$ cat src/rtl/core/cssw_pkg.sv
// Shared constants, types and fixed-point tables for the cosine-sum window generator.
// Depends on nothing; every other file in rtl/core uses it by scoped names.
`default_nettype none

package cssw_pkg;

  localparam int unsigned MAX_LENGTH = 4096;
  localparam int unsigned MAX_TERMS  = 5;
  localparam int unsigned LANES      = MAX_TERMS - 1;   // term 0 is cos(0), no lane

  localparam int unsigned IDX_W  = 12;
  localparam int unsigned LEN_W  = 13;
  localparam int unsigned SPAN_W = 13;
  localparam int unsigned TERM_W = 3;
  localparam int unsigned COEF_W = 18;
  localparam int unsigned COS_W  = 18;
  localparam int unsigned PROD_W = COEF_W + COS_W;
  localparam int unsigned SUM_W  = PROD_W + 3;
  localparam int unsigned TURN_W = 24;
  localparam int unsigned CFG_IDX_W  = 3;
  localparam int unsigned CFG_DATA_W = 18;

  localparam int unsigned DIV_BITS   = 3;                // quotient bits per stage
  localparam int unsigned DIV_STAGES = TURN_W / DIV_BITS;
  localparam int unsigned POLY_STEPS = 5;
  localparam int unsigned LANE_LAT   = 3 + 2 * POLY_STEPS + 2;

  localparam logic [CFG_IDX_W-1:0] REG_WINDOW_LENGTH = 3'd0;
  localparam logic [CFG_IDX_W-1:0] REG_SYMMETRIC     = 3'd1;
  localparam logic [CFG_IDX_W-1:0] REG_TERM_COUNT    = 3'd2;
  localparam logic [CFG_IDX_W-1:0] REG_COEF_ZERO     = 3'd3;
  localparam logic [CFG_IDX_W-1:0] REG_COEF_ONE      = 3'd4;
  localparam logic [CFG_IDX_W-1:0] REG_COEF_TWO      = 3'd5;
  localparam logic [CFG_IDX_W-1:0] REG_COEF_THREE    = 3'd6;
  localparam logic [CFG_IDX_W-1:0] REG_COEF_FOUR     = 3'd7;

  typedef logic signed [COEF_W-1:0] coef_t;
  typedef logic signed [COS_W-1:0]  cos_t;
  typedef logic signed [PROD_W-1:0] prod_t;
  typedef logic signed [SUM_W-1:0]  sum_t;

  // flags that ride along with each transaction
  typedef struct packed {
    logic valid;
    logic err;
    logic single;
  } side_t;

  // window geometry derived from the configuration registers
  typedef struct packed {
    logic [LEN_W-1:0]  len;
    logic [SPAN_W-1:0] span;
    logic              single;
  } geom_t;

  localparam logic [31:0] PI_Q30  = 32'd3373259426;
  localparam logic [30:0] Q30_ONE = 31'h4000_0000;

  // floor(a/d) = (a * ceil(2^(30+l)/d)) >> (30+l), exact for a < 2^30
  localparam logic [30:0] RCP_90  = 31'(((64'd1 << 37) + 64'd89) / 64'd90);
  localparam logic [30:0] RCP_56  = 31'(((64'd1 << 36) + 64'd55) / 64'd56);
  localparam logic [30:0] RCP_30  = 31'(((64'd1 << 35) + 64'd29) / 64'd30);
  localparam logic [30:0] RCP_12  = 31'(((64'd1 << 34) + 64'd11) / 64'd12);
  localparam logic [30:0] RCP_2   = 31'(((64'd1 << 31) + 64'd1) / 64'd2);
  localparam logic [30:0] RCP_110 = 31'(((64'd1 << 37) + 64'd109) / 64'd110);
  localparam logic [30:0] RCP_72  = 31'(((64'd1 << 37) + 64'd71) / 64'd72);
  localparam logic [30:0] RCP_42  = 31'(((64'd1 << 36) + 64'd41) / 64'd42);
  localparam logic [30:0] RCP_20  = 31'(((64'd1 << 35) + 64'd19) / 64'd20);
  localparam logic [30:0] RCP_6   = 31'(((64'd1 << 33) + 64'd5) / 64'd6);

  localparam logic [30:0] RCP_COS [POLY_STEPS] = '{RCP_90, RCP_56, RCP_30, RCP_12, RCP_2};
  localparam logic [30:0] RCP_SIN [POLY_STEPS] = '{RCP_110, RCP_72, RCP_42, RCP_20, RCP_6};
  localparam logic [5:0]  SHF_COS [POLY_STEPS] = '{6'd37, 6'd36, 6'd35, 6'd34, 6'd31};
  localparam logic [5:0]  SHF_SIN [POLY_STEPS] = '{6'd37, 6'd37, 6'd36, 6'd35, 6'd33};

endpackage

`default_nettype wire

$ cat src/rtl/core/cssw_acc.sv
// Weighted sum of cosine terms, rounding, saturation, error and single-point overrides and result register.
// Depends on cssw_pkg.
`default_nettype none

module cssw_acc (
  input  logic                          clk,
  input  logic                          rst_n,
  input  logic                          adv,
  input  cssw_pkg::side_t               side_i,
  input  cssw_pkg::cos_t                cos_i   [cssw_pkg::LANES],
  input  cssw_pkg::coef_t               coef_i  [cssw_pkg::MAX_TERMS],
  input  logic [cssw_pkg::MAX_TERMS-1:0] term_en,
  output logic                          valid_o,
  output cssw_pkg::coef_t               weight_o,
  output logic                          error_o
);

  localparam int unsigned NT = cssw_pkg::MAX_TERMS;

  cssw_pkg::prod_t prod_c [NT];
  cssw_pkg::prod_t prod_r [NT];
  cssw_pkg::sum_t  sum_c;
  cssw_pkg::sum_t  sum_r;
  cssw_pkg::sum_t  rnd_c;
  cssw_pkg::coef_t wt_c;
  cssw_pkg::side_t side1_r;
  cssw_pkg::side_t side2_r;
  logic            valid_r;
  cssw_pkg::coef_t weight_r;
  logic            error_r;

  always_comb begin
    // term 0 has cos = 1.0
    prod_c[0] = term_en[0] ? (cssw_pkg::prod_t'(coef_i[0]) <<< 16) : '0;
    for (int k = 1; k < NT; k++) begin
      prod_c[k] = term_en[k] ? cssw_pkg::prod_t'(coef_i[k]) * cssw_pkg::prod_t'(cos_i[k-1])
                             : '0;
    end
  end

  always_comb begin
    sum_c = '0;
    for (int k = 0; k < NT; k++) begin
      sum_c = sum_c + cssw_pkg::sum_t'(prod_r[k]);
    end
  end

  always_comb begin
    rnd_c = (sum_r + cssw_pkg::sum_t'(32768)) >>> 16;
    if (side2_r.err) begin
      wt_c = '0;
    end else if (side2_r.single) begin
      wt_c = cssw_pkg::coef_t'(65536);
    end else if (rnd_c > cssw_pkg::sum_t'(131071)) begin
      wt_c = cssw_pkg::coef_t'(131071);
    end else if (rnd_c < -cssw_pkg::sum_t'(131072)) begin
      wt_c = cssw_pkg::coef_t'(-131072);
    end else begin
      wt_c = cssw_pkg::coef_t'(rnd_c);
    end
  end

  always_ff @(posedge clk) begin
    if (!rst_n) begin
      side1_r <= '0;
      side2_r <= '0;
      valid_r <= 1'b0;
    end else if (adv) begin
      side1_r <= side_i;
      side2_r <= side1_r;
      valid_r <= side2_r.valid;
    end
  end

  always_ff @(posedge clk) begin
    if (adv) begin
      prod_r   <= prod_c;
      sum_r    <= sum_c;
      weight_r <= wt_c;
      error_r  <= side2_r.err;
    end
  end

  assign valid_o  = valid_r;
  assign weight_o = weight_r;
  assign error_o  = error_r;

endmodule

`default_nettype wire

$ cat config.mk
export PLATFORM = sky130hd
export DESIGN_NAME = cssw_acc
export DESIGN_NICKNAME = d
export VERILOG_FILES = /design/src/rtl/core/cssw_pkg.sv /design/src/rtl/core/cssw_acc.sv
export SDC_FILE = /design/constraint.sdc
export NUM_CORES = 2
export LEC_CHECK = 0
export BUFFER_PORTS_ARGS = -buffer_cell sky130_fd_sc_hd__buf_2
export CORE_UTILIZATION = 45
export DETAILED_ROUTE_END_ITERATION = 10
export GPL_ROUTABILITY_DRIVEN = 1
export PLACE_DENSITY = 0.7
export SYNTH_ARGS = -nofsm -noshare
export SYNTH_HDL_FRONTEND = slang
export SYNTH_SLANG_ARGS = --single-unit
$ cat constraint.sdc
create_clock -name clk -period 17.27 [get_ports clk]
set_clock_uncertainty 0.05 [all_clocks]
set_input_delay 0.8635 -clock clk [delete_from_list [all_inputs] [get_ports clk]]
set_output_delay 0.8635 -clock clk [all_outputs]
set_load 0.01 [all_outputs]
# == Word level (Yosys, flattened, before mapping) ==
# Index checks and enable logic that the tools add are counted.
# op_classes
add_sub_neg,5
multipliers,4
div,0
order_cmp,2
eq_ne,0
n_shift,0
mux,3
bitwise_logic,0
reduce_logical,2
# op_table
cell,n
18-bit by 18-bit multiplier with 36-bit output,4
38-bit by 36-bit adder with 39-bit output,1
39-bit by 17-bit adder with 39-bit output (second input constant),1
39-bit by 36-bit adder with 39-bit output,1
37-bit by 36-bit adder with 38-bit output,1
34-bit by 36-bit adder with 37-bit output,1
17-bit two-way mux,2
23-bit by 18-bit > comparator with 1-bit output (second input constant),1
23-bit by 18-bit less-than comparator with 1-bit output (second input constant),1
18-bit two-way mux,1
3-bit OR reduction,1
2-bit OR reduction,1
# word_totals
regBits,243
latch_bits,0
mem_bits_rw,0
mem_bits_ro,0
input_bits,173
output_inout_bits,20
wordCells,34
n_memories,0

# == Logic depth before layout (Yosys ltp) ==
# logic_depth
ltp_word,5
depth_mapped,27
mapped_depth_nobuf,25

# == Worst setup path after synthesis ==
# OpenSTA, ideal clock, no wires.
# synth_path
kind,input-to-reg
startpoint,input port cos_i[27] (netlist bit)
endpoint,"register prod_r[71] (netlist bit), data pin"
setup_time_ns,0.255
t_arrival_ns,7.091
required_time_ns,16.965
slack_ns,9.874
stages,25
path_buffers,2
cell_sequence,clkbuf_1 > clkbuf_1 > nand2_1 > fa_1 > inv_1 > fa_1 > inv_1 > fa_1 > inv_1 > fa_1 > fa_1 > inv_1 > fa_1 > inv_1 > ha_1 > a21o_1 > a21o_1 > a221oi_1 > nor2b_1 > a311oi_2 > o21ai_0 > a21o_1 > a2111oi_0 > o21ai_0 > and3b_1
# synth_between
elab_chain_len,1
# synth_rtl
element,line_no,source
"start, declared",cssw_acc.sv:10,"input cssw_pkg::cos_t cos_i [cssw_pkg::LANES],"
18-bit by 18-bit multiplier with 36-bit output,cssw_acc.sv:36,prod_c[k] = term_en[k] ? cssw_pkg::prod_t'(coef_i[k]) * cssw_pkg::prod_t'(cos_i[k-1])
"end signal, assigned",cssw_acc.sv:77,prod_r <= prod_c;
"end, declared",cssw_acc.sv:21,cssw_pkg::prod_t prod_r [NT];
# Every way passes these cells.
# A chain may end at the register's enable or synchronous reset.

# == Final worst setup path ==
# layout_path
startpoint,input port coef_i[10] (netlist bit)
endpoint,"register prod_r[31] (netlist bit), data pin"
# layout_between
elab_chain_len,1
# layout_rtl
element,line_no,source
"start, declared",cssw_acc.sv:11,"input cssw_pkg::coef_t coef_i [cssw_pkg::MAX_TERMS],"
18-bit by 18-bit multiplier with 36-bit output,cssw_acc.sv:36,
# Every way passes these cells.

==> qor.yml <==
status: "completed"
arrival_ps: 7630
synth.top_cell.area_share_pct: 47.7
ys_seq_area_share_pct: 10.6
slew_headroom_pct: 26.8
clk_root_buffer_cell: "clkbuf_16"
layout-drive-gt1-share_pct: 4.16
ant_nets: 0
cp_max_fo: 18
clock_latency_ps: 540
wl_um: 142000
port_buffers: 192
core_area_um2: 130000
syn_avg_cell_area_um2: 9.77
start_kind: "input port"
vias_per_cell: 5.12
synth.distinct_cells: 78
ys_async_sr_fraction_pct: 0
grt.overflow.total: 0
grt_use_total_pct: 22.4
synth_nets: 8065
tightest_slew_ps: 1100
drtIter0Drc: 2457
clock_sinks: 212
wl_per_cell_um: 18.1
layout_setup_ws_ps: 9890
num_rows: 132
cts_resized: 0
grt_max_degree: 86
required_ps: 17520
area_delta_synth_final_pct: 5.48
synth.largest_area_cell: "fa_1"
ys_seq_elements: 212
fmax_mhz: 135
h-tree-depth: 1
hold_viol: 0
hold_buffers: 0
grt_pass1_vias: 44200
worstSetupPathType: "input port to flip-flop"
slew_viol_final: 0
synth-edff-count: 205
min_period_ps: 7380
post_cts_buffers: 0
netlist_instances: 6060
gp_congestion: 0.916
post-synth-top-count-cell: "inv_1"
grt_pass1_wl_um: 234000
die_h_um: 365
firstDrtPassIters: 6
cts.clk_slew.worst_paths_ps: 60
end_kind: "flip-flop"
setup_violations: 0
route.detailed.drc: 0
rsz0062_at_grt: "false"
ys_top_cells_by_area: "fa_1 48%, edfxtp_1 10%, inv_1 9.5%"
synthFlopType: "edfxtp_1"
fin_nets: 8095
setup_tns_ps: 0
synth_common_cells: "1,502 x inv_1, 1,410 x fa_1, 746 x and2_1, 651 x nand2_1, 422 x ha_1"
initial_utilization_pct: 45.6
cts_tree: "built"
dpl.hpwl_um: 119000
vias: 40200
synth_warnings: 0
antenna_found_initial: 10
die_area_um2: 133000
pin_count: 193
synth_area_um2: 59200
numCtsBuffers: 24
finalCritPeriodShare_pct: 42.7
dp_worst_setup_slack_ps: 9450
cap_violations: 0
clk_path_buf_depth: 3
fp.dieW_um: 365
hold-worst-slack_ps: 472
hold_path_class: "flip-flop to flip-flop"
worst paths after layout:
kind | end | cells after the start | slack (ps) | from
setup / recovery | prod_r[31]$_SDFFCE_PN0P_ | 20 | 9890 | coef_i[10]
hold / removal | side1_r[2]$_SDFFE_PN0P_ | 2 | 470 | side1_r[2]$_SDFFE_PN0P_
setup reg to reg | sum_r[35]$_DFFE_PP_ | 13 | 12100 | prod_r[14]$_SDFFCE_PN0P_
hold reg to reg | side1_r[2]$_SDFFE_PN0P_ | 2 | 470 | side1_r[2]$_SDFFE_PN0P_
stage by stage:
stage | utilization (%) | cells | cell area (um^2)
CTS | 48.1 | 7847 | 62500
global route | 48.1 | 7853 | 62500
detailed placement | 47.5 | 7806 | 61700
global placement | 47.5 | 7806 | 61700
finish | 48.1 | 7854 | 62500
floorplan | - | 6060 | 59200
cell type report:
| cell class | count | area (um^2) |
|---|---|---|
| diodes | 7 | 17.5 |
| clock buffers | 27 | 633 |
| clock inverters | 14 | 139 |
| fillers | 12100 | 67500 |
| inverters | 1503 | 5640 |
| multi-input cells | 4154 | 46600 |
| flip-flops and latches | 212 | 6300 |
| well taps | 1742 | 2180 |
| repair buffers | 195 | 992 |
flip-flops by register name, summed over array words and instances, names as in the netlist:
| register | cells |
|---|---|
| prod_r | 162 |
| sum_r | 24 |
| weight_o | 18 |
| side1_r | 3 |
| side2_r | 3 |
| error_o | 1 |
| valid_o | 1 |
layout by cell type (no fill, tap or decap), types with 13 or more instances in the layout:
master and count:
nand3_1 34, and2_1 746, clkbuf_16 25, nand2b_1 39, a211oi_1 13, nand2_1 651
nor2b_1 26, xnor2_1 112, inv_1 1502, nor3_1 28, and3_1 27, o21a_1 20
buf_2 191, ha_1 422, a21o_1 60, edfxtp_1 205, xor2_1 45, fa_1 1410
a21oi_1 107, o21bai_1 13, nor2_1 141, o21ai_0 97
worst max-delay path, stage by stage:
cell and delay (ps):
buf_2 350, nand2_1 140, fa_1 530, fa_1 570, fa_1 440, fa_1 540
inv_1 50, fa_1 480, inv_1 50, fa_1 480, inv_1 50, ha_1 320
a21oi_1 200, nor2_1 100, o311ai_1 740, a31oi_1 330, a2111oi_0 700, nor3b_1 190
or3_1 330, and3_1 160
kinds of logic (layout without fill, tap and decap cells):
| kind of cell | after synthesis | after routing | share of synthesized area [%] |
|---|---|---|---|
| buf+inv | 1694 | 1739 | 10.7 |
| xor+xnor | 157 | 157 | 2.32 |
| compound gates | 408 | 408 | 4.50 |
| simple gates | 1748 | 1748 | 15.1 |
| mux | 9 | 9 | 0.152 |
| fa+ha+maj | 1832 | 1832 | 56.6 |
| flops | 212 | 212 | 10.6 |
| other cells | 0 | 7 | 0 |
metal layers:
layer,vias up,GRT usage [%],part of all wire [%]
met2,1053,39.7,51
met5,-,0,0
li1,18000,-,-
met3,173,2.05,5.1
met4,0,4.42,1.8
met1,21000,30.0,42
Power is left out: the tool's default activity adds up to more than one toggle a clock period on the data nets, which glitch-free logic cannot reach.
