<file path="src/rtl/core/cssw_pkg.sv">
// Shared constants, types and fixed-point tables for the cosine-sum window generator.
// Depends on nothing; every other file in rtl/core uses it by scoped names.
`default_nettype none

package cssw_pkg;

  localparam int unsigned MAX_LENGTH = 4096;
  localparam int unsigned MAX_TERMS  = 5;
  localparam int unsigned LANES      = MAX_TERMS - 1;   // term 0 is cos(0), no lane

  localparam int unsigned IDX_W  = 12;
  localparam int unsigned LEN_W  = 13;
  localparam int unsigned SPAN_W = 13;
  localparam int unsigned TERM_W = 3;
  localparam int unsigned COEF_W = 18;
  localparam int unsigned COS_W  = 18;
  localparam int unsigned PROD_W = COEF_W + COS_W;
  localparam int unsigned SUM_W  = PROD_W + 3;
  localparam int unsigned TURN_W = 24;
  localparam int unsigned CFG_IDX_W  = 3;
  localparam int unsigned CFG_DATA_W = 18;

  localparam int unsigned DIV_BITS   = 3;                // quotient bits per stage
  localparam int unsigned DIV_STAGES = TURN_W / DIV_BITS;
  localparam int unsigned POLY_STEPS = 5;
  localparam int unsigned LANE_LAT   = 3 + 2 * POLY_STEPS + 2;

  localparam logic [CFG_IDX_W-1:0] REG_WINDOW_LENGTH = 3'd0;
  localparam logic [CFG_IDX_W-1:0] REG_SYMMETRIC     = 3'd1;
  localparam logic [CFG_IDX_W-1:0] REG_TERM_COUNT    = 3'd2;
  localparam logic [CFG_IDX_W-1:0] REG_COEF_ZERO     = 3'd3;
  localparam logic [CFG_IDX_W-1:0] REG_COEF_ONE      = 3'd4;
  localparam logic [CFG_IDX_W-1:0] REG_COEF_TWO      = 3'd5;
  localparam logic [CFG_IDX_W-1:0] REG_COEF_THREE    = 3'd6;
  localparam logic [CFG_IDX_W-1:0] REG_COEF_FOUR     = 3'd7;

  typedef logic signed [COEF_W-1:0] coef_t;
  typedef logic signed [COS_W-1:0]  cos_t;
  typedef logic signed [PROD_W-1:0] prod_t;
  typedef logic signed [SUM_W-1:0]  sum_t;

  // flags that ride along with each transaction
  typedef struct packed {
    logic valid;
    logic err;
    logic single;
  } side_t;

  // window geometry derived from the configuration registers
  typedef struct packed {
    logic [LEN_W-1:0]  len;
    logic [SPAN_W-1:0] span;
    logic              single;
  } geom_t;

  localparam logic [31:0] PI_Q30  = 32'd3373259426;
  localparam logic [30:0] Q30_ONE = 31'h4000_0000;

  // floor(a/d) = (a * ceil(2^(30+l)/d)) >> (30+l), exact for a < 2^30
  localparam logic [30:0] RCP_90  = 31'(((64'd1 << 37) + 64'd89) / 64'd90);
  localparam logic [30:0] RCP_56  = 31'(((64'd1 << 36) + 64'd55) / 64'd56);
  localparam logic [30:0] RCP_30  = 31'(((64'd1 << 35) + 64'd29) / 64'd30);
  localparam logic [30:0] RCP_12  = 31'(((64'd1 << 34) + 64'd11) / 64'd12);
  localparam logic [30:0] RCP_2   = 31'(((64'd1 << 31) + 64'd1) / 64'd2);
  localparam logic [30:0] RCP_110 = 31'(((64'd1 << 37) + 64'd109) / 64'd110);
  localparam logic [30:0] RCP_72  = 31'(((64'd1 << 37) + 64'd71) / 64'd72);
  localparam logic [30:0] RCP_42  = 31'(((64'd1 << 36) + 64'd41) / 64'd42);
  localparam logic [30:0] RCP_20  = 31'(((64'd1 << 35) + 64'd19) / 64'd20);
  localparam logic [30:0] RCP_6   = 31'(((64'd1 << 33) + 64'd5) / 64'd6);

  localparam logic [30:0] RCP_COS [POLY_STEPS] = '{RCP_90, RCP_56, RCP_30, RCP_12, RCP_2};
  localparam logic [30:0] RCP_SIN [POLY_STEPS] = '{RCP_110, RCP_72, RCP_42, RCP_20, RCP_6};
  localparam logic [5:0]  SHF_COS [POLY_STEPS] = '{6'd37, 6'd36, 6'd35, 6'd34, 6'd31};
  localparam logic [5:0]  SHF_SIN [POLY_STEPS] = '{6'd37, 6'd37, 6'd36, 6'd35, 6'd33};

endpackage

`default_nettype wire

</file>
<file path="src/rtl/core/cssw_phase.sv">
// Phase front end: range check, pipelined restoring divider n/span and turn
// quantization for cosine terms 1..4. Depends on cssw_pkg.
`default_nettype none

module cssw_phase (
  input  logic                            clk,
  input  logic                            rst_n,
  input  logic                            adv,
  input  logic                            in_valid,
  input  logic [cssw_pkg::IDX_W-1:0]      sample_index,
  input  cssw_pkg::geom_t                 geom,
  output cssw_pkg::side_t                 side_o,
  output logic [cssw_pkg::TURN_W-1:0]     turn_o [cssw_pkg::LANES]
);

  localparam int unsigned DS = cssw_pkg::DIV_STAGES;
  localparam int unsigned SW = cssw_pkg::SPAN_W;
  localparam int unsigned TW = cssw_pkg::TURN_W;

  logic [SW:0]            two_span;
  logic [SW:0]            p_sum;
  logic [SW:0]            p_red;
  cssw_pkg::side_t        side_nxt;

  logic [SW:0]            pr0_r;
  logic [SW-1:0]          rem_r  [DS+1];
  logic [TW-1:0]          quo_r  [DS+1];
  cssw_pkg::side_t        side_r [DS+1];

  // p = 2n + span, reduced mod 2*span
  always_comb begin
    two_span        = {geom.span, 1'b0};
    p_sum           = (SW+1)'({sample_index, 1'b0}) + (SW+1)'(geom.span);
    p_red           = (p_sum >= two_span) ? p_sum - two_span : p_sum;
    side_nxt.valid  = in_valid;
    side_nxt.err    = {1'b0, sample_index} >= geom.len;
    side_nxt.single = geom.single;
  end

  always_ff @(posedge clk) begin
    if (!rst_n) begin
      side_r[0] <= '0;
    end else if (adv) begin
      side_r[0] <= side_nxt;
    end
  end

  always_ff @(posedge clk) begin
    if (adv) begin
      pr0_r    <= p_red;
      rem_r[0] <= '0;
      quo_r[0] <= '0;
    end
  end

  // quotient of p_red * 2^23 / span, DIV_BITS bits per stage
  for (genvar j = 0; j < DS; j++) begin : g_div
    logic [SW:0]   t_c;
    logic          bit_c;
    logic [SW-1:0] rem_c;
    logic [TW-1:0] quo_c;

    always_comb begin
      rem_c = rem_r[j];
      quo_c = quo_r[j];
      t_c   = '0;
      bit_c = 1'b0;
      for (int i = 0; i < cssw_pkg::DIV_BITS; i++) begin
        t_c   = (j == 0 && i == 0) ? pr0_r : {rem_c, 1'b0};
        bit_c = t_c >= {1'b0, geom.span};
        if (bit_c) begin
          t_c = t_c - {1'b0, geom.span};
        end
        rem_c = t_c[SW-1:0];
        quo_c = {quo_c[TW-2:0], bit_c};
      end
    end

    always_ff @(posedge clk) begin
      if (!rst_n) begin
        side_r[j+1] <= '0;
      end else if (adv) begin
        side_r[j+1] <= side_r[j];
      end
    end

    always_ff @(posedge clk) begin
      if (adv) begin
        rem_r[j+1] <= rem_c;
        quo_r[j+1] <= quo_c;
      end
    end
  end

  // u_k = k*Q + floor((2kR + span) / (2 span)), the carry is 0..4
  logic [16:0]    twos;
  logic [16:0]    tk_c    [cssw_pkg::LANES];
  logic [2:0]     carry_c [cssw_pkg::LANES];
  logic [TW-1:0]  turn_c  [cssw_pkg::LANES];
  logic [TW-1:0]  turn_r  [cssw_pkg::LANES];
  cssw_pkg::side_t side_out_r;

  always_comb begin
    twos = 17'({geom.span, 1'b0});
    for (int k = 0; k < cssw_pkg::LANES; k++) begin
      tk_c[k]    = 17'(rem_r[DS]) * 17'(2 * (k + 1)) + 17'(geom.span);
      carry_c[k] = 3'(tk_c[k] >= twos) + 3'(tk_c[k] >= 17'(twos * 2))
                 + 3'(tk_c[k] >= 17'(twos * 3)) + 3'(tk_c[k] >= 17'(twos * 4));
      turn_c[k]  = quo_r[DS] * TW'(k + 1) + TW'(carry_c[k]);
    end
  end

  always_ff @(posedge clk) begin
    if (!rst_n) begin
      side_out_r <= '0;
    end else if (adv) begin
      side_out_r <= side_r[DS];
    end
  end

  always_ff @(posedge clk) begin
    if (adv) begin
      turn_r <= turn_c;
    end
  end

  assign side_o = side_out_r;
  assign turn_o = turn_r;

endmodule

`default_nettype wire

</file>
<file path="config.mk">
export PLATFORM = sky130hd
export DESIGN_NAME = cssw_phase
export DESIGN_NICKNAME = d
export VERILOG_FILES = /design/src/rtl/core/cssw_pkg.sv /design/src/rtl/core/cssw_phase.sv
export SDC_FILE = /design/constraint.sdc
export NUM_CORES = 2
export LEC_CHECK = 0
export BUFFER_PORTS_ARGS = -buffer_cell sky130_fd_sc_hd__buf_2
export CORE_ASPECT_RATIO = 0.9
export CORE_UTILIZATION = 65
export CTS_BUF_LIST = sky130_fd_sc_hd__clkbuf_4 sky130_fd_sc_hd__clkbuf_8
export DETAILED_ROUTE_END_ITERATION = 10
export PLACE_DENSITY = 0.87
export SKIP_LAST_GASP = 1
export SLEW_MARGIN = 20
export SYNTH_ARGS = -nofsm -noshare
export SYNTH_HDL_FRONTEND = slang
export SYNTH_SLANG_ARGS = --single-unit
</file>
<file path="constraint.sdc">
create_clock -name clk -period 15.23 [get_ports clk]
set_input_delay 1.523 -clock clk [delete_from_list [all_inputs] [get_ports clk]]
set_output_delay 1.523 -clock clk [all_outputs]
set_load 0.005 [all_outputs]
</file>
# ---- After elaboration in Yosys (flattened, before gate mapping)
# Memory sizes are Yosys's and may differ from the RTL's. A register that Yosys moved wholly into a read port is not among the register bits.
# Index checks and enable logic that the tools add are counted.
dict set report totals {
  ramBits 360
  output_inout_bits 99
  in_bits 43
  mem_count 3
  regBits 110
}
dict set report classes {
  n_reduce_logical 1
  multipliers 3
  mux 39
  addsub 46
  order_cmp 42
  n_bitwise 9
}
# name words width read_ports rd_ports_with_merged_regs wr line
set mem_list {}
lappend mem_list {quo_r 9 24 9 0 9 cssw_phase.sv:27} ;# logic [TW-1:0] quo_r [DS+1];
lappend mem_list {rem_r 9 13 8 0 9 cssw_phase.sv:26} ;# logic [SW-1:0] rem_r [DS+1];
lappend mem_list {side_r 9 3 9 1 9 cssw_phase.sv:28} ;# cssw_pkg::side_t side_r [DS+1];
# cell n
set op_table {}
lappend op_table {{greater-or-equal comparator 14 x 13 -> 1 bit} 24}
lappend op_table {{2-to-1 mux 13 bit} 24}
lappend op_table {{subtractor 13 bit} 24}
lappend op_table {{adder 24 x 3 -> 24 bit} 4}
lappend op_table {{greater-or-equal comparator 17 x 16 -> 1 bit} 4}
lappend op_table {{adder 16 x 13 -> 17 bit} 2}
lappend op_table {{greater-or-equal comparator 17 x 14 -> 1 bit} 2}
lappend op_table {{greater-or-equal comparator 17 x 15 -> 1 bit} 2}
lappend op_table {{greater-or-equal comparator 15 x 16 -> 1 bit} 2}
lappend op_table {{greater-or-equal comparator 16 bit} 2}
lappend op_table {{multiplier 13 x 2 -> 15 bit (second input constant)} 2}
lappend op_table {{2-to-1 mux 3 bit} 9}
lappend op_table {{multiplier 24 x 2 -> 24 bit (second input constant)} 1}
lappend op_table {{adder 15 x 13 -> 16 bit} 1}
lappend op_table {{greater-or-equal comparator 16 x 14 -> 1 bit} 1}
lappend op_table {{greater-or-equal comparator 16 x 15 -> 1 bit} 1}
lappend op_table {{adder 14 x 13 -> 15 bit} 1}
lappend op_table {{greater-or-equal comparator 15 x 14 -> 1 bit} 1}
lappend op_table {{greater-or-equal comparator 15 bit} 1}
lappend op_table {{adder 13 x 13 -> 14 bit} 1}
lappend op_table {{greater-or-equal comparator 14 bit} 1}
lappend op_table {{2-to-1 mux 14 bit} 1}
lappend op_table {{subtractor 14 bit} 1}
lappend op_table {{greater-or-equal comparator 12 x 13 -> 1 bit} 1}
lappend op_table {{other kinds (6)} 27}

# ---- Longest topological paths before layout
# An unclocked memory read counts as a cell.
dict set report depth {
  depth_word 8
  depth_mapped 36
  mapped_depth_nobuf 36
}

# ---- Least setup slack after synthesis
# Ideal clock, no wire load.
dict set report synth_path {
  path_type {input to register}
  from {input port geom[1] in the netlist's numbering}
  to {memory rem_r[0][108] in the netlist's numbering (data pin)}
  cell_stages 36
  t_arrival_ps 9398
  t_required_ps 14970
  setup_slack_ps 5572
  setup_ps 260
  cell_sequence {buf_2 -> clkinv_1 -> clkbuf_1 -> clkbuf_1 -> fa_1 -> a211oi_2 -> o21ai_0 -> a31oi_1 -> nor2_1 -> o31ai_4 -> clkbuf_1 -> nand2_1 -> o31ai_1 -> ha_1 -> or2_2 -> o31ai_1 -> nor3_1 -> o31ai_1 -> o21ai_0 -> a21oi_1 -> and2_1 -> buf_4 -> inv_1 -> buf_6 -> mux2_2 -> ha_1 -> a21o_1 -> a21o_1 -> a221oi_1 -> nor2b_1 -> o31a_1 -> o221ai_1 -> o211a_1 -> mux2i_4 -> buf_6 -> mux2_2}
}
# element line
set synth_lines {}
lappend synth_lines {{from (decl)} cssw_phase.sv:11} ;# input cssw_pkg::geom_t geom,
lappend synth_lines {{to (decl)} cssw_phase.sv:26}

==> impl_metrics.csv <==
group,metric,value,unit
placed_design,dp_hpwl,77200,um
synth,syn_inst,4201,
grt,grt_pass1_vias,32300,
floorplanning,row_count,85,
cells_and_area,layout_commonest_cell,"ha_1",
timing,max_freq,98.5,MHz
synth,synth_flop_cell,"edfxtp_1",
clock_network,cts-htree-levels,2,
placed_design,gp_congestion,0.967,
drt,drcViolationCount,0,
timing,slew_viol_final,0,
setup_path,r2r-start,"rem_r[0][105]",
cells_and_area,mostFrequentLayoutCells,"690 x ha_1, 349 x edfxtp_1, 331 x a21oi_1",
drt,drtPass1Iterations,6,
setup_path,critPathBufInv,3,
floorplanning,die_h,236,um
clock_network,clk_pin_slew,0.07,ns
synth,synth_top_area_cell,"edfxtp_1",
setup_path,max_stage_delay,0.96,ns
setup_path,start_kind,"primary input",
synth,synth_seq_cells,352,
timing,max_slew_margin,0.213,
setup_path,cpMostUsedCell,"a21oi_1",
setup_path,path_delay_family,"compound AO/OA/AOI/OAI gates",
setup_path,cp.required,15.65,ns
setup_path,arrival,10.57,ns
clock_network,cts-root-buf,"clkbuf_8",
synth,synth_compound_area_frac,0.203,
cells_and_area,nets,5119,
timing,final.min_clock_period,10.15,ns
grt,antenna_found_initial,1,
synth,synth_nets,4959,
synth,synth-xor-area-share,0.0861,
synth,synth.avg_cell_area,9.44,um^2
synth,synth_top_family_by_area,"adder cells",
synth,yosysSeqAreaShare,0.266,
floorplanning,initial_core_util,0.660,
setup_path,ff2ff_setup_slack,5.15,ns
min_path,hp-class,"register to register",
status,outcome,"finished clean",
timing,hold_violations,0,
floorplanning,fp.dieW,262,um
drt,wl_per_cell,20.1,um
synth,syn_area,0.0397,mm^2
drt,via_per_inst,6.53,
grt,track_usage,0.331,
clock_network,postCtsHoldBufs,0,
drt,vias,33800,
timing,finalSetupTns,0,ns
synth,synth_area_leaders,"edfxtp_1 26%, ha_1 22%, xnor2_1 5.8%, a21oi_1 4.2%, mux2_2 3.4%",
min_path,worstHoldStart,"quo_r[3][32]",
grt,grt_pass1_wl,168000,um
setup_path,end_kind,"register",
cells_and_area,drive_gt1_frac,0.113,
synth,post_synth_fa_ha_maj_area_fraction,0.230,
clock_network,cts_buffer_depth,3,
clock_network,cts_tree,"done",
setup_path,cpMaxStageDelayCell,"a2111oi_4",
clock_network,cts.sinks,352,
setup_path,cp-startpoint,"geom[3]",
floorplanning,dieArea,0.0620,mm^2
synth,synthMuxAreaShare,0.0465,
clock_network,insertion_delay,0.69,ns
drt,routed_wl,104000,um
synth,yosysTopAreaCellShare,0.264,
synth,async_flop_share,0,
synth,ys_warn_count,0,
clock_network,postCtsSetupBuffers,0,
setup_path,critPathKind,"primary input to register",
synth,synthDistinctLibCells,90,
flow_run,max_cap_violations,0,
grt,grt_overflow,0,
timing,fin_skew,0.0321,ns
synth,yosys.area_share.simple,0.141,
drt,antenna_left,0,
timing,finalCritPeriodShare,0.666,
floorplanning,core_area,0.0601,mm^2
floorplanning,pin_count,142,
timing,setup_violations,0,
clock_network,numCtsBuffers,58,
timing,rsz0062_at_grt,"false",
cells_and_area,area_delta_synth_final,7.10,%
timing,max_slew.worst_pin.slew,1.18,ns
clock_network,cts_resized,0,
synth,synth-edff-count,349,
placed_design,portBuffers,141,
drt,drt_iter0_drc,3156,
grt,grt_max_degree,177,
setup_path,path_max_fanout,30,
-- stage by stage --
step	utilization	cells	cell area, um^2	worst slack (ns)	hold WS, ns
floorplan	-	4201	39700	5.57	0.400
global placement	0.686	5084	41200	4.96	0.400
detailed placement	0.686	5084	41200	4.67	0.405
CTS	0.707	5184	42500	5.33	0.413
global route	0.707	5185	42500	4.51	0.423
finish	0.707	5185	42500	5.08	0.408
-- logic make-up (layout without fill, tap and decap cells) --
kind of cell / Yosys count / count (layout)
mux: 168 / 168
flops: 352 / 352
fa+ha+maj: 715 / 715
compound gates: 1185 / 1185
simple gates: 1120 / 1120
xor+xnor: 390 / 390
buf+inv: 271 / 471
other cells: 0 / 1
-- registers in the layout, summed over array words and instances (netlist names) --
| register | count |
|---|---|
| side_r | 27 |
| rem_r | 104 |
| pr0_r | 14 |
| turn_o | 96 |
| side_o | 3 |
| quo_r | 108 |
-- layout make-up --
cell class	instances	area, um^2
tap	783	980
timing repair buffer	164	913
fill	4343	17600
antenna	1	2.50
clock inverter	22	253
clock buffer	78	955
sequential	352	10500
multi-input combinational	3578	28000
inverter	207	782
-- worst register-to-register path, delay by kind of cell (launching register included) --
| family | cells | cell delay [ns] |
|---|---|---|
| adders and majority gates | 7 | 2.58 |
| AOI/OAI and AO/OA | 18 | 5.48 |
| buffers and inverters | 4 | 0.37 |
| DFF | 1 | 0.71 |
| xor gates and xnor gates | 1 | 0.14 |
| and+or+nand+nor | 3 | 0.53 |
-- per-layer routing --
layer  share of wire  vias to the layer above  track usage
met5               0                        -            0
met2            0.45                     1530        0.535
met4           0.037                        0        0.126
met3           0.082                      282       0.0494
met1            0.44                    15800        0.447
li1                -                    16200            -
-- synth_stat cells (104+ instances only) --
library cell and n:
a21oi_1 331, xor2_1 129, nor2_1 283, nand3_1 106, edfxtp_1 349, xnor2_1 261
nor3_1 104, o21ai_0 209, inv_1 197, nand2_1 227, a21o_1 140, mux2_2 119
ha_1 690
-- worst paths after layout --
kind                            depth (start not counted)            end
worst max register to register                         33     turn_o[46]
worst max-delay path                                   28  rem_r[0][102]
worst min-delay path                                    0   quo_r[4][11]
worst min register to register                          0   quo_r[4][11]
Power is left out: the tool's default activity adds up to more than one toggle a clock period on the data nets, which glitch-free logic cannot reach.
